File: src/rtl/core/bson_pkg.sv
// ----------------------------------------------------------------------------
// bson_pkg: shared types and codes for the BSON stream parser
// Byte roles, error codes, parser phases and element type codes.
// ----------------------------------------------------------------------------
package bson_pkg;

  typedef enum logic [3:0] {
    ROLE_DOCLEN  = 4'd0,
    ROLE_TYPE    = 4'd1,
    ROLE_NAME    = 4'd2,
    ROLE_NAMEEND = 4'd3,
    ROLE_LENPRE  = 4'd4,
    ROLE_SUBTYPE = 4'd5,
    ROLE_VALUE   = 4'd6,
    ROLE_DOCEND  = 4'd7,
    ROLE_DROP    = 4'd8
  } role_t;

  typedef enum logic [1:0] {
    ERR_NONE    = 2'd0,
    ERR_UNKNOWN = 2'd1,
    ERR_DEEP    = 2'd2,
    ERR_LENGTH  = 2'd3
  } err_t;

  typedef enum logic [6:0] {
    PH_DOCLEN  = 7'b0000001,
    PH_TYPE    = 7'b0000010,
    PH_NAME    = 7'b0000100,
    PH_LENPRE  = 7'b0001000,
    PH_SUBTYPE = 7'b0010000,
    PH_VALUE   = 7'b0100000,
    PH_DROP    = 7'b1000000
  } phase_t;

  localparam logic [7:0] T_DOUBLE = 8'h01;
  localparam logic [7:0] T_STRING = 8'h02;
  localparam logic [7:0] T_DOC    = 8'h03;
  localparam logic [7:0] T_ARRAY  = 8'h04;
  localparam logic [7:0] T_BINARY = 8'h05;
  localparam logic [7:0] T_OID    = 8'h07;
  localparam logic [7:0] T_BOOL   = 8'h08;
  localparam logic [7:0] T_INT32  = 8'h10;
  localparam logic [7:0] T_INT64  = 8'h12;

  localparam logic [31:0] LEN_MAX = 32'h7FFF_FFFF;

  // one tagged output word
  typedef struct packed {
    role_t      role;
    logic [7:0] etype;
    logic [3:0] depth;
    logic [7:0] data;
    logic       vlast;
    logic       dlast;
    err_t       err;
  } tag_t;

  function automatic logic known_type(input logic [7:0] t);
    known_type = (t == T_DOUBLE) || (t == T_STRING) || (t == T_DOC) ||
                 (t == T_ARRAY) || (t == T_BINARY) || (t == T_OID) ||
                 (t == T_BOOL) || (t == T_INT32) || (t == T_INT64);
  endfunction

endpackage

File: src/rtl/core/bson_core.sv
// ----------------------------------------------------------------------------
// bson_core: parser state and per-byte tagging
// Updates the parse state for one byte per cycle while step is high and produces its tag word.
// ----------------------------------------------------------------------------
module bson_core #(
  parameter int MAX_DEPTH = 8
) (
  input  logic             clk,
  input  logic             rst,
  input  logic             step,
  input  logic [7:0]       data_byte,
  output bson_pkg::tag_t   tag
);
  import bson_pkg::*;

  localparam int SW = (MAX_DEPTH > 1) ? $clog2(MAX_DEPTH) : 1;

  phase_t      phase, phase_next;
  logic [31:0] field_count, field_count_next;
  logic [31:0] length_accum, length_accum_next;
  logic [7:0]  current_type, current_type_next;
  logic [3:0]  level, level_next;
  logic [31:0] doc_remaining, doc_remaining_next;
  logic [31:0] remaining_stack [MAX_DEPTH];
  logic        push, pop_wr;
  logic [SW-1:0] wr_idx;
  logic [31:0] wr_data;

  logic [31:0] acc_new, parent_rem;
  logic        can_take;
  logic [SW-1:0] parent_idx;

  // parent entry sits one below the current level, for both length check and pop
  assign parent_idx = SW'(level - 4'd1);
  assign parent_rem = remaining_stack[parent_idx];
  assign can_take   = (doc_remaining >= 32'd2);

  always_comb begin
    case (field_count[1:0])
      2'd0:    acc_new = length_accum | {24'd0, data_byte};
      2'd1:    acc_new = length_accum | {16'd0, data_byte, 8'd0};
      2'd2:    acc_new = length_accum | {8'd0, data_byte, 16'd0};
      default: acc_new = length_accum | {data_byte, 24'd0};
    endcase
  end

  // next state and tag
  always_comb begin
    phase_next = phase;
    field_count_next = field_count;
    length_accum_next = length_accum;
    current_type_next = current_type;
    level_next = level;
    doc_remaining_next = doc_remaining;
    push = 1'b0;
    pop_wr = 1'b0;
    wr_idx = SW'(level);
    wr_data = doc_remaining;
    tag = '0;
    tag.role = ROLE_DROP;
    tag.depth = level;
    tag.data = data_byte;
    tag.err = ERR_NONE;
    case (phase)
      PH_DOCLEN: begin
        tag.role = ROLE_DOCLEN;
        tag.etype = (level != 4'd0) ? current_type : 8'd0;
        length_accum_next = acc_new;
        field_count_next = field_count + 32'd1;
        if (field_count_next >= 32'd4) begin
          field_count_next = '0;
          if (acc_new < 32'd5 || acc_new > LEN_MAX) begin
            tag.err = ERR_LENGTH;
          end else if (level == 4'd0) begin
            doc_remaining_next = acc_new - 32'd4;
            phase_next = PH_TYPE;
          end else if (32'(level) - 32'd1 < 32'(MAX_DEPTH) && acc_new < parent_rem) begin
            pop_wr = 1'b1;
            wr_idx = parent_idx;
            wr_data = parent_rem - acc_new;
            doc_remaining_next = acc_new - 32'd4;
            phase_next = PH_TYPE;
          end else begin
            tag.err = ERR_LENGTH;
          end
        end
      end
      PH_TYPE: begin
        if (data_byte == 8'd0) begin
          tag.role = ROLE_DOCEND;
          tag.dlast = 1'b1;
          if (doc_remaining != 32'd1) begin
            tag.err = ERR_LENGTH;
          end else if (level == 4'd0) begin
            doc_remaining_next = '0;
            current_type_next = '0;
            length_accum_next = '0;
            field_count_next = '0;
            phase_next = PH_DOCLEN;
          end else begin
            level_next = level - 4'd1;
            doc_remaining_next = (32'(level) - 32'd1 < 32'(MAX_DEPTH)) ? parent_rem : 32'd0;
          end
        end else begin
          tag.role = ROLE_TYPE;
          tag.etype = data_byte;
          if (!can_take) begin
            tag.err = ERR_LENGTH;
          end else begin
            doc_remaining_next = doc_remaining - 32'd1;
            if (!known_type(data_byte)) begin
              tag.err = ERR_UNKNOWN;
            end else begin
              current_type_next = data_byte;
              phase_next = PH_NAME;
            end
          end
        end
      end
      PH_NAME: begin
        tag.role = (data_byte == 8'd0) ? ROLE_NAMEEND : ROLE_NAME;
        tag.etype = current_type;
        if (!can_take) begin
          tag.err = ERR_LENGTH;
        end else begin
          doc_remaining_next = doc_remaining - 32'd1;
          if (data_byte == 8'd0) begin
            case (current_type)
              T_DOUBLE, T_INT64: begin
                field_count_next = 32'd8;  phase_next = PH_VALUE;
              end
              T_OID: begin
                field_count_next = 32'd12; phase_next = PH_VALUE;
              end
              T_BOOL: begin
                field_count_next = 32'd1;  phase_next = PH_VALUE;
              end
              T_INT32: begin
                field_count_next = 32'd4;  phase_next = PH_VALUE;
              end
              T_STRING, T_BINARY: begin
                field_count_next = '0;
                length_accum_next = '0;
                phase_next = PH_LENPRE;
              end
              default: begin
                if (32'(level) >= 32'(MAX_DEPTH)) begin
                  tag.err = ERR_DEEP;
                end else begin
                  push = 1'b1;
                  wr_idx = SW'(level);
                  wr_data = doc_remaining - 32'd1;
                  level_next = level + 4'd1;
                  field_count_next = '0;
                  length_accum_next = '0;
                  phase_next = PH_DOCLEN;
                end
              end
            endcase
          end
        end
      end
      PH_LENPRE: begin
        tag.role = ROLE_LENPRE;
        tag.etype = current_type;
        if (!can_take) begin
          tag.err = ERR_LENGTH;
        end else begin
          doc_remaining_next = doc_remaining - 32'd1;
          length_accum_next = acc_new;
          field_count_next = field_count + 32'd1;
          if (field_count_next >= 32'd4) begin
            field_count_next = '0;
            if (acc_new > LEN_MAX) begin
              tag.err = ERR_LENGTH;
            end else if (current_type == T_BINARY) begin
              phase_next = PH_SUBTYPE;
            end else if (acc_new == 32'd0) begin
              tag.err = ERR_LENGTH;
            end else begin
              field_count_next = acc_new;
              phase_next = PH_VALUE;
            end
          end
        end
      end
      PH_SUBTYPE: begin
        tag.role = ROLE_SUBTYPE;
        tag.etype = current_type;
        if (!can_take) begin
          tag.err = ERR_LENGTH;
        end else begin
          doc_remaining_next = doc_remaining - 32'd1;
          if (length_accum == 32'd0) begin
            tag.vlast = 1'b1;
            phase_next = PH_TYPE;
          end else begin
            field_count_next = length_accum;
            phase_next = PH_VALUE;
          end
        end
      end
      PH_VALUE: begin
        tag.role = ROLE_VALUE;
        tag.etype = current_type;
        if (!can_take) begin
          tag.err = ERR_LENGTH;
        end else begin
          doc_remaining_next = doc_remaining - 32'd1;
          if (field_count != 32'd0) field_count_next = field_count - 32'd1;
          if (field_count_next == 32'd0) begin
            tag.vlast = 1'b1;
            phase_next = PH_TYPE;
          end
        end
      end
      default: begin
        tag.role = ROLE_DROP;
      end
    endcase
    if (tag.err != ERR_NONE) phase_next = PH_DROP;
  end

  // state registers
  always_ff @(posedge clk) begin
    if (rst) begin
      phase <= PH_DOCLEN;
      field_count <= '0;
      length_accum <= '0;
      current_type <= '0;
      level <= '0;
      doc_remaining <= '0;
    end else if (step) begin
      phase <= phase_next;
      field_count <= field_count_next;
      length_accum <= length_accum_next;
      current_type <= current_type_next;
      level <= level_next;
      doc_remaining <= doc_remaining_next;
    end
  end

  // enclosing document byte counts
  always_ff @(posedge clk) begin
    if (step && (push || pop_wr)) remaining_stack[wr_idx] <= wr_data;
  end

endmodule

File: src/rtl/core/bson_stream_parser.sv
// ----------------------------------------------------------------------------
// bson_stream_parser: streaming BSON document tagger
// Tags every byte of a BSON stream with role, type, depth and end marks.
// ----------------------------------------------------------------------------
// Output: the tag word is registered and shown in the cycle after its input word is accepted.
// Throughput: one word per cycle unless out_ready stalls; parse state updates once per byte.
// Reset: synchronous rst clears parser to expect a document length; the
// depth stack is not cleared, every entry is pushed before it is read.
module bson_stream_parser #(
  parameter int MAX_DEPTH = 8
) (
  input  logic       clk,
  input  logic       rst,
  input  logic       in_valid,
  output logic       in_ready,
  input  logic [7:0] data_byte,
  output logic       out_valid,
  input  logic       out_ready,
  output logic [3:0] byte_role,
  output logic [7:0] element_type,
  output logic [3:0] nest_depth,
  output logic [7:0] byte_out,
  output logic       value_last,
  output logic       doc_last,
  output logic [1:0] error_code
);
  import bson_pkg::*;

  tag_t tag, out_reg;
  logic step;

  assign in_ready = !out_valid || out_ready;
  assign step = in_valid && in_ready;

  bson_core #(.MAX_DEPTH(MAX_DEPTH)) u_core (
    .clk(clk), .rst(rst), .step(step), .data_byte(data_byte), .tag(tag)
  );

  // output word register
  always_ff @(posedge clk) begin
    if (rst) begin
      out_valid <= 1'b0;
    end else if (in_ready) begin
      out_valid <= in_valid;
    end
  end

  always_ff @(posedge clk) begin
    if (step) out_reg <= tag;
  end

  assign byte_role    = out_reg.role;
  assign element_type = out_reg.etype;
  assign nest_depth   = out_reg.depth;
  assign byte_out     = out_reg.data;
  assign value_last   = out_reg.vlast;
  assign doc_last     = out_reg.dlast;
  assign error_code   = out_reg.err;

endmodule
File: config.mk
export PLATFORM = sky130hd
export DESIGN_NAME = bson_stream_parser
export DESIGN_NICKNAME = d
export VERILOG_FILES = /design/src/rtl/core/bson_pkg.sv /design/src/rtl/core/bson_core.sv /design/src/rtl/core/bson_stream_parser.sv
export SDC_FILE = /design/constraint.sdc
export NUM_CORES = 1
export LEC_CHECK = 0
export ABC_CLOCK_PERIOD_IN_PS = 7550
export CORE_UTILIZATION = 35
export CTS_CLUSTER_DIAMETER = 200
export DETAILED_ROUTE_END_ITERATION = 10
export DONT_BUFFER_PORTS = 1
export GPL_TIMING_DRIVEN = 0
export SYNTH_ARGS = -nofsm -noshare
export SYNTH_HDL_FRONTEND = slang
export SYNTH_SLANG_ARGS = --single-unit
export TNS_END_PERCENT = 1
File: constraint.sdc
create_clock -name clk -period 7.55 [get_ports clk]
set_input_delay 1.51 -clock clk [delete_from_list [all_inputs] [get_ports clk]]
set_output_delay 1.51 -clock clk [all_outputs]
set_load 0.03 [all_outputs]
==> results_tabular.tex, run 1 <==
\begin{tabular}{lr}
\hline
Metric & Value \\
\hline
\multicolumn{2}{l}{\textbf{Clocking}} \\
\quad Maximum buffer depth of the clock tree & 3 \\
\quad Total number of H-tree levels & 2 \\
\quad Count of hold buffers inserted by post-cts repair & 0 \\
\quad Num CTS Buffers & 45 \\
\quad Clock tree root buffer cell & sky130\_fd\_sc\_hd\_\_clkbuf\_16 \\
\quad Insertion delay to the later sink of the worst-skew pair & 0.61 ns \\
\quad CTS clk-pin slew, worst paths & roughly 0.06 ns \\
\quad Total clock sinks & 400 \\
\quad TritonCTS clock tree & yes \\
\multicolumn{2}{l}{\textbf{Critical path}} \\
\quad Category of cells accounting for the largest share of critical-path delay & compound AO/OA/AOI/OAI gates \\
\quad Beginning of the critical path & u\_core.field\_count[0] \\
\quad Worst Setup Start Kind & register \\
\quad Start-to-end type of the worst setup path & register to register \\
\quad Library cell appearing most often on the critical path & sky130\_fd\_sc\_hd\_\_buf\_2 \\
\quad WP data arrival & 7.63 ns \\
\quad Worst-path cell with the longest stage delay & sky130\_fd\_sc\_hd\_\_a2bb2oi\_1 \\
\quad Longest individual stage delay on the worst path & 0.72 ns \\
\quad Number of buffers and inverters on the critical path & 7 \\
\quad Crit. End Element & register \\
\quad Sequence of cells on the critical path & clkbuf\_1 -> inv\_1 -> ha\_1 -> buf\_2 -> buf\_2 -> buf\_2 -> inv\_1 -> a2bb2oi\_1 -> ha\_1 -> fa\_1 -> nor2b\_1 -> o31a\_1 -> or4\_1 -> nand4\_1 -> a21oi\_2 -> o31ai\_1 -> nor3\_4 -> nand2\_1 -> buf\_2 -> nor2\_1 -> o22ai\_1 \\
\quad CP Data Required Time & 7.82 ns \\
\quad Largest fanout on the critical path & 10 \\
\quad Worst reg2reg startpoint & u\_core.field\_count[0] \\
\multicolumn{2}{l}{\textbf{Floorplanning}} \\
\quad Die outline area & between 0.06 and 0.07 sq mm \\
\quad Top Ports & between 40 and 50 \\
\quad Die width & $\sim$260 microns \\
\quad Placeable core area & about 0.065 sq mm \\
\quad Placement Rows & slightly above 90 \\
\quad Height of the die & 259 microns \\
\quad Starting density of the core & 0.357 \\
\multicolumn{2}{l}{\textbf{STA}} \\
\quad Maximum clock skew at final layout & a little under 0.05 ns \\
\quad Least setup slack across all paths after layout & roughly 0.19 ns \\
\quad Unrepaired setup endpoints after global routing & false \\
\quad Number of hold violations in the final report & 0 \\
\quad Max Clk Rate & between 0.1 and 0.15 GHz \\
\quad Clock period minus final worst setup slack & about 7.4 ns \\
\quad Setup Viol. Count Final & 0 \\
\quad Actual transition at the worst max-transition pin & 1.35 ns \\
\quad Total count of max-transition violations in the final report & 0 \\
\quad Portion of the clock cycle consumed by the worst path in the final layout & 0.975 \\
\quad Worst slew margin relative to its limit & 0.0861 \\
\multicolumn{2}{l}{\textbf{Yosys}} \\
\quad Most common cell in the netlist & sky130\_fd\_sc\_hd\_\_edfxtp\_1 \\
\quad Most frequently used flop master after synthesis & sky130\_fd\_sc\_hd\_\_edfxtp\_1 \\
\quad Proportion of synthesized chip area in sequential cells & 0.469 \\
\quad Most frequent cells after synthesis & sky130\_fd\_sc\_hd\_\_edfxtp\_1 (284), sky130\_fd\_sc\_hd\_\_nand2\_1 (193), sky130\_fd\_sc\_hd\_\_a21oi\_1 (174), sky130\_fd\_sc\_hd\_\_nor2\_1 (159), sky130\_fd\_sc\_hd\_\_o21ai\_0 (129) \\
\quad Synthesized flop and latch total & 400 \\
\quad FFs w/ async S/R, synth & 0 \\
\quad Synthesized net count & between 2000 and 2500 \\
\quad Synth Warn \# & 0 \\
\quad Leading area contributor after synthesis & sky130\_fd\_sc\_hd\_\_edfxtp\_1 \\
\quad Synth top area cells & sky130\_fd\_sc\_hd\_\_edfxtp\_1 (37\%), sky130\_fd\_sc\_hd\_\_dfxtp\_1 (10\%), sky130\_fd\_sc\_hd\_\_mux4\_2 (6.2\%) \\
\quad Number of cells produced by synthesis & about 2300 \\
\quad Post-synth design cell area & roughly 0.023 sq mm \\
\quad Post-synthesis average cell area & 10.3 sq um \\
\quad EDFF count, synth & between 200 and 300 \\
\quad Number of distinct library cell variants in the gate-level netlist after synthesis & 91 \\
\quad Fraction of post-synthesis cell area in the top cell type by area & 0.368 \\
\multicolumn{2}{l}{\textbf{Placed design}} \\
\quad Post-place setup slack & -1.48 ns \\
\quad Placer's final routability congestion estimate & around 1.1 \\
\quad \# port buffers & 0 \\
\quad Final HPWL DP & 61800 microns \\
\multicolumn{2}{l}{\textbf{Pwr}} \\
\quad Combinational cell fraction of total power & 0.384 \\
\quad Part of the total power dissipated in sequential elements & 0.340 \\
\quad P per Cell Area & approximately 300 mW/mm\^{}2 \\
\quad Largest voltage drop on the vdd net & between 0.2 and 0.25 mV \\
\quad Net switching power figure & between 3 and 4 mW \\
\quad Proportion of total power due to net switching & 0.399 \\
\quad Leakage dissipation & a little under 9 nW \\
\quad Clk pwr share & 0.276 \\
\quad Int Power & about 4.9 mW \\
\multicolumn{2}{l}{\textbf{Routing}} \\
\quad Drt first pass iters & 7 \\
\quad Vias & 19900 \\
\quad Average wire per cell in the routed design & roughly 26 microns \\
\quad Starting DRT DRC Count & around 2800 \\
\quad Total wire length & between 80000 and 90000 microns \\
\quad Average via count per standard cell & 6.17 \\
\quad Routed Antenna Nets & 0 \\
\quad Post-route DRC & 0 \\
\multicolumn{2}{l}{\textbf{Global route}} \\
\quad Via count of the first global-routing pass & 19000 \\
\quad Pin count of the biggest net entering global routing & 32 \\
\quad Global-route wire length before repair & 122000 microns \\
\quad Remaining Overflow, GRT & 0 \\
\quad Antenna violations before repair & 0 \\
\quad Overall Global Routing Usage & 0.241 \\
\multicolumn{2}{l}{\textbf{Cells and area}} \\
\quad Ratio of cells with drive above 1 in the final layout & 0.133 \\
\quad ANT cells & 0 \\
\quad Post-layout util & 0.408 \\
\quad Final \#Nets & $\sim$2400 \\
\quad Synthesis-to-layout area growth & 14.3\% \\
\quad Number of filler instances in the final layout & approximately 6300 \\
\multicolumn{2}{l}{\textbf{Flow run}} \\
\quad Max\_cap viols & 0 \\
\multicolumn{2}{l}{\textbf{Hold path}} \\
\quad Class of the worst hold path & register to register \\
\quad Hold Path Origin & u\_core.level[3] \\
\multicolumn{2}{l}{\textbf{Outcome}} \\
\quad Run status & finished, final reports clean \\
\hline
\end{tabular}
repair_timing:
| action | CTS | global route |
|---|---|---|
| resized for setup | 23 | 14 |
| buffers inserted | 22 | 0 |
| pin swaps | 9 | 0 |
| setup endpoints to repair | 504 | 312 |
cells in the final DEF (no fill, tap or decap), types with 40 or more instances in the layout:
cell type,instances
sky130_fd_sc_hd__nor2_1,157
sky130_fd_sc_hd__a21oi_1,167
sky130_fd_sc_hd__nor4_1,40
sky130_fd_sc_hd__mux4_2,64
sky130_fd_sc_hd__nand3_1,89
sky130_fd_sc_hd__edfxtp_1,284
sky130_fd_sc_hd__inv_1,54
sky130_fd_sc_hd__xnor2_1,62
sky130_fd_sc_hd__dfxtp_1,116
sky130_fd_sc_hd__nand2_1,193
sky130_fd_sc_hd__ha_1,45
sky130_fd_sc_hd__clkbuf_16,45
sky130_fd_sc_hd__clkbuf_1,120
sky130_fd_sc_hd__nor3_1,50
sky130_fd_sc_hd__o21ai_0,124
area by class of cell:
| class | instances | area, sq um | area share |
|---|---|---|---|
| repair buffers | 35 | 558 | 0.0211 |
| multi-input cells | 1637 | 11600 | 0.439 |
| plain buffers | 159 | 691 | 0.0261 |
| clock inverters | 16 | 223 | 0.00841 |
| well taps | 855 | 1070 | 0.0404 |
| clock buffers | 63 | 1260 | 0.0477 |
| flip-flops and latches | 400 | 10900 | 0.410 |
| inverters | 54 | 203 | 0.00766 |
final timing paths:
kind | to | slack, ns | cells past startpoint
max | u_core.remaining_stack[4][12] | 0.19 | 21
min | nest_depth[3] | 0.44 | 0
max reg2reg | u_core.remaining_stack[4][12] | 0.19 | 21
min reg2reg | nest_depth[3] | 0.44 | 0
registers in the layout, summed over array words and instances (netlist names):
signal / count
byte_out: 8
byte_role: 4
doc_last: 1
element_type: 8
error_code: 2
nest_depth: 4
out_valid: 1
u_core.current_type: 8
u_core.doc_remaining: 32
u_core.field_count: 32
u_core.length_accum: 32
u_core.level: 4
u_core.phase: 7
u_core.remaining_stack: 256
value_last: 1
per-stage QoR:
step	instance area [sq um]	std cells	hold slack (ns)	total power [mW]	setup TNS [ns]
floorplan	23200	2251	0.406	4.80	0
global placement	24200	3106	0.419	5.68	-967.70
detailed placement	24600	3119	0.420	5.72	-436.29
CTS	26400	3219	0.432	7.97	0
global route	26500	3219	0.436	8.40	0
finish	26500	3219	0.435	8.07	0
power groups by stage:
stage	combinational [mW]	clock, mW	sequential [mW]
after global routing	3.30	2.34	2.76
after detailed placement	2.94	0	2.79
final	3.10	2.23	2.75
after CTS	2.97	2.27	2.74
after floorplan	2.06	0	2.74
after global placement	2.90	0	2.78
logic make-up after synthesis:
family	Yosys count	synth area share
compound gates	586	0.164
simple gates	789	0.180
flops	400	0.469
buf+inv	214	0.0374
fa+ha+maj	47	0.0257
xor+xnor	94	0.0356
mux	121	0.0890
metal layers:
metal  up-vias  GRT usage  wire, microns  part of all wire
met2       994      0.390          38100              0.46
met1      9870      0.323          34500              0.42
met5         -          0              0                 0
met4         0     0.0982           3390             0.041
met3       179     0.0362           6440             0.078
li1       8811          -              -                 -
(Power assumes the default switching activity.)
==> inputs of run 2 (changes only) <==
--- a/config.mk
+++ b/config.mk
@@ -7,10 +7,13 @@
 export LEC_CHECK = 0
 export ABC_CLOCK_PERIOD_IN_PS = 7550
 export CORE_UTILIZATION = 35
+export CTS_BUF_LIST = sky130_fd_sc_hd__clkbuf_8
 export CTS_CLUSTER_DIAMETER = 200
 export DETAILED_ROUTE_END_ITERATION = 10
 export DONT_BUFFER_PORTS = 1
 export GPL_TIMING_DRIVEN = 0
+export REMOVE_ABC_BUFFERS = 1
+export SETUP_SLACK_MARGIN = 0.1
 export SYNTH_ARGS = -nofsm -noshare
 export SYNTH_HDL_FRONTEND = slang
 export SYNTH_SLANG_ARGS = --single-unit
==> run 2 against run 1 <==
  * Hold slack better by 0.064 ns
  * Core utilization is 1.3 points lower
  * Die area is the same
  * Cell count fell by 3.5%
  * Clock power is 11% lower
  * Sequential share of layout area is 1.4 points higher
  * Count of clock-buffer cells in the layout rose by 9
  * Wire length down 13%
==> results_tabular.tex, run 2 (synthesis gave the netlist of run 1 again) <==
\begin{tabular}{lr}
\hline
Metric & Value \\
\hline
\multicolumn{2}{l}{\textbf{Outcome}} \\
\quad Run status & finished, final reports clean \\
\multicolumn{2}{l}{\textbf{Routing}} \\
\quad Average via count per standard cell & 6.08 (-1.4\%) \\
\quad Starting DRT DRC Count & 2131 (-23\%) \\
\quad Post-route DRC & 0 (unchanged) \\
\quad Total wire length & 71400 microns (-13\%) \\
\quad Average wire per cell in the routed design & 23.0 microns (-10\%) \\
\quad Vias & 18900 (-4.9\%) \\
\quad Routed Antenna Nets & 0 (unchanged) \\
\quad Drt first pass iters & 6 (-1) \\
\multicolumn{2}{l}{\textbf{Pwr}} \\
\quad P per Cell Area & 297 mW/mm\^{}2 (-2.7\%) \\
\quad Leakage dissipation & 8.57 nW (-3.8\%) \\
\quad Power, Total & 7.61 mW (-5.8\%) \\
\quad Largest voltage drop on the vdd net & 0.138 mV (-40\%) \\
\multicolumn{2}{l}{\textbf{Clocking}} \\
\quad Maximum buffer depth of the clock tree & 3 (unchanged) \\
\quad Clock tree root buffer cell & sky130\_fd\_sc\_hd\_\_clkbuf\_8 \\
\quad Num CTS Buffers & 70 (+56\%) \\
\quad Total clock sinks & 400 (unchanged) \\
\quad CTS clk-pin slew, worst paths & 0.06 ns (about the same) \\
\quad Total number of H-tree levels & 3 (+1) \\
\quad TritonCTS clock tree & yes \\
\quad Count of hold buffers inserted by post-cts repair & 0 (unchanged) \\
\quad Insertion delay to the later sink of the worst-skew pair & 0.70 ns (+0.09 ns) \\
\multicolumn{2}{l}{\textbf{Critical path}} \\
\quad Worst Setup Start Kind & register \\
\quad CP Data Required Time & 7.91 ns (+0.09 ns) \\
\quad Crit. End Element & register \\
\quad Largest fanout on the critical path & 29 (+19) \\
\quad Start-to-end type of the worst setup path & register to register \\
\quad WP data arrival & 7.74 ns (+0.11 ns) \\
\multicolumn{2}{l}{\textbf{STA}} \\
\quad Maximum clock skew at final layout & 0.0494 ns (+0.00119 ns) \\
\quad Setup Viol. Count Final & 0 (unchanged) \\
\quad Unrepaired setup endpoints after global routing & true \\
\quad Portion of the clock cycle consumed by the worst path in the final layout & 0.979 (+0.00329) \\
\quad Max Clk Rate & 0.135 GHz (-0.34\%) \\
\quad Clock period minus final worst setup slack & 7.39 ns (+0.0249 ns) \\
\quad Total count of max-transition violations in the final report & 0 (unchanged) \\
\quad Worst slew margin relative to its limit & 0.142 (+0.0559) \\
\quad Tightest hold margin & 0.499 ns (+0.0636 ns) \\
\quad Number of hold violations in the final report & 0 (unchanged) \\
\quad Actual transition at the worst max-transition pin & 1.29 ns (-0.0648 ns) \\
\multicolumn{2}{l}{\textbf{Cells and area}} \\
\quad Most frequent cells in the layout & sky130\_fd\_sc\_hd\_\_edfxtp\_1 (284), sky130\_fd\_sc\_hd\_\_nand2\_1 (192), sky130\_fd\_sc\_hd\_\_a21oi\_1 (167), sky130\_fd\_sc\_hd\_\_nor2\_1 (155), sky130\_fd\_sc\_hd\_\_o21ai\_0 (128) \\
\quad Largest register FFs & 256 (unchanged) \\
\quad Largest reg by FF count & u\_core.remaining\_stack \\
\quad Most common library cell in the layout ignoring fill and taps & sky130\_fd\_sc\_hd\_\_edfxtp\_1 \\
\quad Number of cells in the finished layout apart from fillers & 3105 (-3.5\%) \\
\quad Ratio of cells with drive above 1 in the final layout & 0.135 (+0.00190) \\
\quad Synthesis-to-layout area growth & 10.6\% \\
\quad Post-layout util & 0.395 (-0.0131) \\
\quad Final \#Nets & 2255 (-5.7\%) \\
\quad Final design area excluding fillers & 0.0256 sq mm (-3.2\%) \\
\multicolumn{2}{l}{\textbf{Floorplanning}} \\
\quad Die width & 259 microns (unchanged) \\
\quad Starting density of the core & 0.357 (unchanged) \\
\quad Placement Rows & 93 (unchanged) \\
\quad Die outline area & 0.0672 sq mm (unchanged) \\
\quad Height of the die & 259 microns (unchanged) \\
\quad Placeable core area & 0.0649 sq mm (unchanged) \\
\quad Top Ports & 42 (unchanged) \\
\multicolumn{2}{l}{\textbf{Placed design}} \\
\quad Placer's final routability congestion estimate & 0.953 (-11\%) \\
\quad Placed standard-cell area & 0.0242 sq mm (-1.6\%) \\
\quad \# port buffers & 0 (unchanged) \\
\quad Final HPWL DP & 50100 microns (-19\%) \\
\quad Number of instances in the placed design & 2975 (-4.6\%) \\
\multicolumn{2}{l}{\textbf{Global route}} \\
\quad Pin count of the biggest net entering global routing & 89 (+180\%) \\
\quad Via count of the first global-routing pass & 18000 (-5.1\%) \\
\quad Remaining Overflow, GRT & 0 (unchanged) \\
\quad Global-route wire length before repair & 110000 microns (-9.9\%) \\
\quad Overall Global Routing Usage & 0.211 (-0.0302) \\
\quad Antenna violations before repair & 1 (+1) \\
\multicolumn{2}{l}{\textbf{Flow run}} \\
\quad Max\_cap viols & 0 (unchanged) \\
\multicolumn{2}{l}{\textbf{Hold path}} \\
\quad Class of the worst hold path & register to register \\
\hline
\end{tabular}
run 2: changes by cell type in the layout (fill, tap and decap cells not counted), moves of 11 or more:
cell,previous run,this run
sky130_fd_sc_hd__buf_2,30,2
sky130_fd_sc_hd__clkbuf_1,120,0
sky130_fd_sc_hd__clkbuf_16,45,0
sky130_fd_sc_hd__clkbuf_8,7,72
sky130_fd_sc_hd__clkinv_1,4,20
sky130_fd_sc_hd__inv_1,54,65
run 2: repair_timing:
item	CTS	global route
cloned	0	0
resized for setup	5	3
pin swaps	1	1
setup endpoints to repair	318	228
buffers inserted	1	3
run 2: worst paths after layout:
kind | start | end | slack, ns | cells after the start
max | u_core.field_count[1] | u_core.remaining_stack[4][21] | 0.16 | 19
min | u_core.length_accum[30] | u_core.length_accum[30] | 0.50 | 2
max reg2reg | u_core.field_count[1] | u_core.remaining_stack[4][21] | 0.16 | 19
min reg2reg | u_core.length_accum[30] | u_core.length_accum[30] | 0.50 | 2
run 2: layout make-up:
type                            instances  area, sq um
Fill cell                            6295        39300
Multi-Input combinational cell       1637        11700
Sequential cell                       400        10900
Tap cell                              855         1070
Clock buffer                           72          991
Timing Repair Buffer                   33          444
Clock inverter                         53          383
Inverter                               54          203
Antenna cell                            1         2.50
run 2: layer usage:
| metal | up-vias | global-route usage | share of wire |
|---|---|---|---|
| met2 | 866 | 0.322 | 0.45 |
| met4 | 0 | 0.0766 | 0.030 |
| met5 | - | 0 | 0 |
| met1 | 9334 | 0.298 | 0.44 |
| met3 | 140 | 0.0381 | 0.082 |
| li1 | 8536 | - | - |
run 2: worst max-delay path: stages, from the launching register on:
cell and delay [ns]:
sky130_fd_sc_hd__dfxtp_1 0.70, sky130_fd_sc_hd__ha_2 0.70, sky130_fd_sc_hd__or3_1 0.28, sky130_fd_sc_hd__a21oi_1 0.09
sky130_fd_sc_hd__nor2_1 0.48, sky130_fd_sc_hd__inv_1 0.29, sky130_fd_sc_hd__ha_1 0.41, sky130_fd_sc_hd__nor2b_1 0.17
sky130_fd_sc_hd__o31a_1 0.27, sky130_fd_sc_hd__or4_1 0.54, sky130_fd_sc_hd__nand4_1 0.30, sky130_fd_sc_hd__a21oi_1 0.19
sky130_fd_sc_hd__o31ai_1 0.69, sky130_fd_sc_hd__nor4_4 0.19, sky130_fd_sc_hd__buf_6 0.20, sky130_fd_sc_hd__buf_6 0.14
sky130_fd_sc_hd__nor2_1 0.14, sky130_fd_sc_hd__o21ai_0 0.25, sky130_fd_sc_hd__a21oi_4 0.68, sky130_fd_sc_hd__buf_12 0.26
run 2: per-stage QoR:
stage,setup TNS [ns],setup WS [ns]
CTS,0,0.139
global route,-0.739,-0.0615
global placement,-4557.36,-10.71
detailed placement,-106.48,-1.05
finish,0,0.162
floorplan,-1274.13,-3.55
run 2: where the power goes:
| group | internal (mW) | switching, mW |
|---|---|---|
| clock network | 1.02 | 0.973 |
| registers | 2.59 | 0.295 |
| logic | 0.910 | 1.82 |
| total | 4.52 | 3.09 |
